## src/sv/msbbr_pkg.sv

```systemverilog
// ----------------------------------------------------------------------------
// msbbr_pkg
// Shared types and command codes for the MSB-first bit reader.
// ----------------------------------------------------------------------------
package msbbr_pkg;

  localparam logic [1:0] CMD_READ_BITS = 2'd0;
  localparam logic [1:0] CMD_READ_BYTE = 2'd1;
  localparam logic [1:0] CMD_FLUSH     = 2'd2;
  // Unassigned code: no operation, the cache holds.
  localparam logic [1:0] CMD_SPARE     = 2'd3;

  // Largest bit count a single read bits command returns.
  localparam int unsigned READ_MAX = 32;

  typedef struct packed {
    logic [1:0]  command;
    logic [5:0]  read_count;
    logic [31:0] next_word;
  } req_t;

  typedef struct packed {
    logic [31:0] value;
    logic        word_taken;
    logic [5:0]  bits_left;
  } rsp_t;

endpackage

```

## src/sv/msb_first_bit_reader_top.sv

```systemverilog
// ----------------------------------------------------------------------------
// msb_first_bit_reader_top
// MSB-first bit reader over a stream of words with a single-word bit cache.
// ----------------------------------------------------------------------------
//  channel | valid     | stall     | payload | dir
//  request | req_valid | req_stall | req     | in
//  result  | rsp_valid | rsp_stall | rsp     | out
//
//  One request in, one result out; a request can be taken every cycle while the
//  result side does not stall. A request passes through the request register,
//  then the step logic into the result register together with the cache update.
//  The cache feedback runs from the cache register through the step logic alone.
//  Reset clears the cache, the bit count and both register valids.
//  A stalled result holds; the request register fills behind it, then stalls.
// ----------------------------------------------------------------------------
module msb_first_bit_reader_top import msbbr_pkg::*; #(
  parameter int unsigned WORD_BITS = 32
) (
  input  logic clk,
  input  logic rst,
  input  logic req_valid,
  output logic req_stall,
  input  req_t req,
  output logic rsp_valid,
  input  logic rsp_stall,
  output rsp_t rsp
);

  localparam int unsigned CW = $clog2(WORD_BITS+1);

  req_t                 req_q;
  logic                 req_full;
  rsp_t                 rsp_q;
  logic                 rsp_full;
  logic [WORD_BITS-1:0] cache;
  logic [CW-1:0]        count;
  logic [WORD_BITS-1:0] cache_next;
  logic [CW-1:0]        count_next;
  rsp_t                 rsp_next;
  logic                 advance;
  logic                 req_take;
  logic                 rsp_take;

  msbbr_step #(
    .WORD_BITS(WORD_BITS)
  ) u_step (
    .cache      (cache),
    .count      (count),
    .req        (req_q),
    .cache_next (cache_next),
    .count_next (count_next),
    .rsp        (rsp_next)
  );

  assign rsp_take  = rsp_full && !rsp_stall;
  assign advance   = req_full && (!rsp_full || !rsp_stall);
  assign req_stall = req_full && !advance;
  assign req_take  = req_valid && !req_stall;
  assign rsp_valid = rsp_full;
  assign rsp       = rsp_q;

  always_ff @(posedge clk) begin
    if (rst) begin
      req_full <= 1'b0;
      rsp_full <= 1'b0;
      cache    <= '0;
      count    <= '0;
    end else begin
      if (req_take) begin
        req_full <= 1'b1;
      end else if (advance) begin
        req_full <= 1'b0;
      end
      if (advance) begin
        rsp_full <= 1'b1;
        cache    <= cache_next;
        count    <= count_next;
      end else if (rsp_take) begin
        rsp_full <= 1'b0;
      end
    end
  end

  // payload registers
  always_ff @(posedge clk) begin
    if (req_take) begin
      req_q <= req;
    end
    if (advance) begin
      rsp_q <= rsp_next;
    end
  end

endmodule

```

## src/sv/msbbr_step.sv

```systemverilog
// ----------------------------------------------------------------------------
// msbbr_step
// Combinational step: applies one command to the bit cache and count and
// builds the result transaction.
// ----------------------------------------------------------------------------
module msbbr_step import msbbr_pkg::*; #(
  parameter int unsigned WORD_BITS = 32
) (
  input  logic [WORD_BITS-1:0]               cache,
  input  logic [$clog2(WORD_BITS+1)-1:0]     count,
  input  req_t                               req,
  output logic [WORD_BITS-1:0]               cache_next,
  output logic [$clog2(WORD_BITS+1)-1:0]     count_next,
  output rsp_t                               rsp
);

  localparam int unsigned CW    = $clog2(WORD_BITS+1);
  localparam int unsigned LIMIT = (WORD_BITS < READ_MAX) ? WORD_BITS : READ_MAX;

  localparam logic [CW-1:0] W_C     = CW'(WORD_BITS);
  localparam logic [CW-1:0] BYTE_C  = CW'(8);

  logic [WORD_BITS-1:0] word;
  logic [6:0]           n_wide;
  logic [6:0]           n_lim;
  logic [CW-1:0]        n;
  logic [CW-1:0]        rest;
  logic [WORD_BITS-1:0] value_w;
  logic                 taken;

  // read byte intermediates
  logic [WORD_BITS-1:0] byte_cache;
  logic [CW-1:0]        byte_count;
  logic [2:0]           pad;
  logic [WORD_BITS-1:0] aligned;
  logic [CW-1:0]        aligned_count;
  logic [6:0]           left_wide;

  assign word   = WORD_BITS'(req.next_word);
  assign n_wide = {1'b0, req.read_count};
  assign n_lim  = (n_wide > 7'(LIMIT)) ? 7'(LIMIT) : n_wide;
  assign n      = CW'(n_lim);
  assign rest   = n - count;

  // Reload on a short cache; leftover bits are only padding then.
  assign byte_cache    = (count < BYTE_C) ? word : cache;
  assign byte_count    = (count < BYTE_C) ? W_C : count;
  assign pad           = byte_count[2:0];
  assign aligned       = byte_cache << pad;
  assign aligned_count = byte_count - CW'(pad);

  always_comb begin
    cache_next = cache;
    count_next = count;
    value_w    = '0;
    taken      = 1'b0;
    unique case (req.command)
      CMD_READ_BITS: begin
        if (n != '0) begin
          if (n <= count) begin
            value_w    = cache >> (W_C - n);
            cache_next = cache << n;
            count_next = count - n;
          end else begin
            // Cached bits form the high part; the rest comes from the new word.
            value_w    = (cache >> (W_C - n)) | (word >> (W_C - rest));
            cache_next = word << rest;
            count_next = W_C - rest;
            taken      = 1'b1;
          end
        end
      end
      CMD_READ_BYTE: begin
        value_w    = WORD_BITS'(aligned[WORD_BITS-1 -: 8]);
        cache_next = aligned << 8;
        count_next = aligned_count - BYTE_C;
        taken      = (count < BYTE_C);
      end
      CMD_FLUSH: begin
        cache_next = '0;
        count_next = '0;
      end
      default: begin
      end
    endcase
  end

  assign left_wide      = 7'(count_next);
  assign rsp.value      = 32'(value_w);
  assign rsp.word_taken = taken;
  assign rsp.bits_left  = left_wide[5:0];

endmodule

```

## config.mk

```make
export PLATFORM = sky130hd
export DESIGN_NAME = msb_first_bit_reader_top
export DESIGN_NICKNAME = d
export VERILOG_FILES = /design/src/sv/msbbr_pkg.sv /design/src/sv/msb_first_bit_reader_top.sv /design/src/sv/msbbr_step.sv
export SDC_FILE = /design/constraint.sdc
export NUM_CORES = 1
export LEC_CHECK = 0
export CORE_MARGIN = 2
export CORE_UTILIZATION = 60
export CTS_BUF_LIST = sky130_fd_sc_hd__clkbuf_8
export DETAILED_ROUTE_END_ITERATION = 8
export DONT_BUFFER_PORTS = 1
export PLACE_DENSITY = 0.77
export SLEW_MARGIN = 15
export SYNTH_ARGS = -nofsm -noshare
export SYNTH_HDL_FRONTEND = slang
export SYNTH_SLANG_ARGS = --single-unit
```

## constraint.sdc

```tcl
create_clock -name clk -period 19.6 [get_ports clk]
set_input_delay 3.92 -clock clk [delete_from_list [all_inputs] [get_ports clk]]
set_output_delay 3.92 -clock clk [all_outputs]
set_load 0.01 [all_outputs]
```

# == After elaboration in Yosys (flattened, before gate mapping) ==
# Cells that the tools add are included.
# word_totals
register_bits,119
inputBits,44
out_inout_bits,41
# op_classes
shifts,5
n_eq_ne,3
bitwise,1
n_lt_le_gt_ge,3
add_sub_neg,6
muxes,19
reduce_logical,15
# op_table
op,n
$mux 32,5
$pmux 32 s3,1
$pmux 32 s2,1
$shl 32x6->32,2
$shr 32x6->32,2
$or 32x32->32,1
$shl 32x3->32,1
$mux 6,4
$pmux 6 s3,1
$sub 6x6->6,2
$sub 6x6->6 const A,2
$gt 6x6->1 const B,1
$le 6x6->1,1
$lt 6x4->1 const B,1
$mux 1,6
$reduce_bool 6->1,1
$sub 6x3->6,1
$sub 6x4->6 const B,1
$logic_and 1x1->1,4
$logic_not 1->1,4
$reduce_bool 2->1,2
$reduce_and 3->1,1
$reduce_bool 3->1,1
$eq 2x1->1 const B,1
other kinds (5),5

# == Longest topological paths before layout ==
# depth
ltp_word,9
mapped_depth,24
mapped_depth_nobuf,13

# == Modules after synthesis ==
# A second synthesis with hierarchy kept.
# hier_totals
hier_cells,1604
area_unflattened_um2,14267.4
# by_module_without_submodules
module,area_each_um2,seq_area_each_um2,cells_per_inst,n_inst
msbbr_step,10124.7,0.0,1351,1
msb_first_bit_reader_top,4142.7,3173.0,253,1

# == Worst setup path after synthesis ==
# Ideal clock, no wire load.
# synth_path
kind,input to register
from,in rsp_stall
to,reg cache[21]
arrival_ns,8.839
setup_ns,0.091
stages,7
path_buffers,2
t_required_ns,19.509
slack_ns,10.671
cell_sequence,a21boi_0 -> nand2_1 -> a21oi_2 -> clkbuf_1 -> clkbuf_1 -> nor2_1 -> a311oi_1
# synth_between
elab_chain_len,4
# synth_rtl
element,line_no,source
from (decl),msb_first_bit_reader_top.sv:25,"input logic rsp_stall,"
$logic_not 1->1,msb_first_bit_reader_top.sv:56,assign advance = req_full && (!rsp_full || !rsp_stall);
$logic_or 1x1->1,msb_first_bit_reader_top.sv:56,
$logic_and 1x1->1,msb_first_bit_reader_top.sv:56,
$reduce_and 3->1 (no line),n/a,
to (signal assigned),msb_first_bit_reader_top.sv:76,cache <= cache_next;
to (decl),msb_first_bit_reader_top.sv:35,logic [WORD_BITS-1:0] cache;
# Every way passes these cells.
# A chain may end at the register's enable or synchronous reset.

# == Worst setup path after layout ==
# layout_path
from,in rsp_stall
to,out req_stall
# layout_between
elab_chain_len,5
# layout_rtl
element,line_no,source
$logic_not 1->1,msb_first_bit_reader_top.sv:56,
$logic_or 1x1->1,msb_first_bit_reader_top.sv:56,
$logic_and 1x1->1,msb_first_bit_reader_top.sv:56,
$logic_not 1->1,msb_first_bit_reader_top.sv:57,assign req_stall = req_full && !advance;
$logic_and 1x1->1,msb_first_bit_reader_top.sv:57,
to (decl),msb_first_bit_reader_top.sv:22,"output logic req_stall,"
# Every way passes these cells.

==> results.cfg <==
[status]
status = finished, final reports clean

[grt]
grt_overflow_total = 0
grtUsageTotal_pct = 39.8
antenna_found_initial = 0
grt_pass1_wl_um = 71900
grt_pass1_vias = 11600
grt_max_degree = 58

[synth]
synth_area_mm2 = 0.0134
synth_edf_count = 79
synth_cell_types = 75
async_flop_share_pct = 0
syn_inst = 1481
synth.avg_cell_area_um2 = 9.06
synth_seq_cells = 119
synth_nets = 1543
seq_area_frac_synth_pct = 23.7
synth_warnings = 0
synth_ff_type = edfxtp_1

[sta]
hold_viol = 0
final.setup.tns_ns = 0
tightestPinTransition_ns = 1.10
fmax_mhz = 123
grt_setup_unrepaired = no
slew_headroom_pct = 25.9
setup_viol = 0
period_minus_slack_ns = 8.12
clock_skew_ns = 0.0240
fin_crit_sh_pct = 41.4
slew_viol_final = 0

[setup_path]
startpoint_type = input pin
cp-end-kind = output port
worstSetupPathType = input pin to output port
max_stage_delay_ns = 0.28
worst_path_max_delay_cell = and3_1
crit-reg2reg-capture = rsp[12]
r2r_slack_ns = 14.11
rr_startpoint = req_q[37]
cp_top_family = simple AND/OR/NAND/NOR gates
worstPathRequired_ns = 15.68
reg2regPathDepth = 13
worstPathArrival_ns = 4.20
critPathBufInv = 0
crit_fanout = 3
worstPathCellList = and3_1

[pwr]
intPower_uw = 630
p_clk_share_pct = 21.6
leakage_uw = 0.00487
switching_power_uw = 501
combPwrFrac_pct = 50.2
powerDensity_mw_per_mm2 = 82.0
vdd_ir_drop_max_v = 0.0000656
seq_power_share_pct = 28.2
swShare_pct = 44.3

[die]
start_util_pct = 61.3
ios = 85
die_y_um = 154
die-area_mm2 = 0.0236
fp.dieW_um = 154
core.rowCount = 54
core_mm2 = 0.0219

[clock_tree]
cts-root-buf = clkbuf_8
cts_tree = yes
post_cts_buffers = 0
insertion_delay_ns = 0.46
cts_buffers = 17
cts-htree-levels = 4
ctsHoldBuffers = 0
cts_buffer_depth = 2
cts_resized = 0
cts_sinks = 119
path_clk_slew_ns = 0.08

[flow_run]
cap_violations = 0

[finish]
final_common_cell = mux2i_1
nNetsFinal = 1434
drive_gt1_share_pct = 17.2
final_cell_mix = mux2i_1, nand2_1, nor2_1
fillerInstances = 1887
stdcell_area_mm2 = 0.0138
area_delta_synth_final_pct = 2.85
n_antenna_cell = 0
final_cells = 1664

[route]
via_count = 12900
first_pass_iters = 6
ant_nets = 0
drtIter0Drc = 2311
drt-vias-per-instance = 7.74
wl_per_cell_um = 28.9
drc = 0
routed_wl_um = 48100

[min_path]
holdPathStages = 2
hp-start = req_full
holdPathEnd = rsp_valid
worstHoldPathType = flip-flop to flip-flop

[placed_design]
gp_congestion = 1.04
dp.cells = 1632
place_hpwl_um = 35200
postPlaceCellArea_mm2 = 0.0134
portBuffers = 0
## routing by layer
metal	vias up	part of all wire (%)	global-route usage, %
met1	6102	38	56.8
met2	1107	43	59.1
met5	-	0	0
met3	174	14	8.88
met4	0	5.5	15.9
li1	5503	-	-
## Yosys cell counts (10+ instances only)
| cell type | number | area [µm²] |
|---|---|---|
| dfxtp_1 | 40 | 801 |
| nand3_1 | 30 | 150 |
| buf_4 | 10 | 75.1 |
| o31a_1 | 10 | 87.6 |
| nand2_1 | 147 | 552 |
| nor2_1 | 131 | 492 |
| clkbuf_1 | 93 | 349 |
| nor2b_1 | 15 | 93.8 |
| nand2b_1 | 14 | 87.6 |
| xnor2_1 | 10 | 87.6 |
| mux4_2 | 94 | 2120 |
| inv_1 | 25 | 93.8 |
| a211oi_1 | 32 | 240 |
| o221ai_1 | 17 | 149 |
| nor3_1 | 52 | 260 |
| o211ai_1 | 17 | 128 |
| o21ai_0 | 70 | 350 |
| buf_2 | 38 | 190 |
| buf_1 | 15 | 56.3 |
| o21a_1 | 12 | 90.1 |
| mux2_2 | 45 | 507 |
| a22oi_1 | 11 | 82.6 |
| a21oi_1 | 76 | 380 |
| a31oi_1 | 18 | 113 |
| edfxtp_1 | 79 | 2370 |
| mux2i_1 | 171 | 1710 |
| o22ai_1 | 34 | 213 |
| ha_1 | 16 | 200 |
## sequential cells by signal (all words and copies together) (netlist names)
| register | cells |
|---|---|
| req_full | 1 |
| cache | 32 |
| req_q | 40 |
| rsp | 39 |
| count | 6 |
| rsp_valid | 1 |
## how the worst max path moves through the flow
stage	startpoint	end	slack [ns]	cells past startpoint
6_report	rsp_stall	req_stall	11.48	1
3_5_place_dp	rsp_stall	req_stall	11.47	1
2_1_floorplan	rsp_stall	cache[21]	10.67	7
3_3_place_gp	rsp_stall	req_stall	11.49	1
5_1_grt	rsp_stall	req_stall	11.46	1
4_1_cts	rsp_stall	req_stall	11.48	1
## worst min-delay path, delay by kind of cell (launching register included)
family,cells,cell delay (ns)
flops,1,0.36
simple gates,1,0.07
compound gates,1,0.05
## power groups by stage
stage / logic [µW] / registers (µW) / clock network, µW
2_1_floorplan: 426 / 302 / 0
3_3_place_gp: 537 / 321 / 0
3_5_place_dp: 543 / 322 / 0
4_1_cts: 545 / 316 / 244
5_1_grt: 598 / 319 / 254
6_report: 569 / 319 / 244
## logic make-up (layout without fill, tap and decap cells)
family                     after synthesis  count (layout)  synth area share (%)
muxes                                  310             310                  32.3
xor gates and xnor gates                17              17                  1.42
DFF                                    119             119                  23.7
and+or+nand+nor                        442             442                  14.9
AOI/OAI and AO/OA                      388             388                  19.9
buffers and inverters                  187              90                  6.04
adders and majority gates               18              18                  1.79
## per-stage QoR
| stage | utilization (%) | hold slack (ns) | setup WS, ns | total power [µW] |
|---|---|---|---|---|
| after floorplan | - | 0.444 | 10.67 | 728 |
| after global placement | 61.0 | 0.476 | 11.49 | 858 |
| after detailed placement | 61.0 | 0.489 | 11.47 | 865 |
| after CTS | 62.8 | 0.508 | 11.48 | 1110 |
| after global routing | 63.0 | 0.563 | 11.46 | 1170 |
| final | 63.0 | 0.508 | 11.48 | 1130 |
## final cells by class
type,instances,area [µm²],share of cell area [%]
clock buffer,17,234,1.70
tap,280,350,2.54
inverter,28,105,0.762
sequential,119,3170,23.0
clock inverter,14,171,1.24
timing repair buffer,31,245,1.78
multi-input combinational,1175,9510,69.0
(Power assumes the default switching activity.)
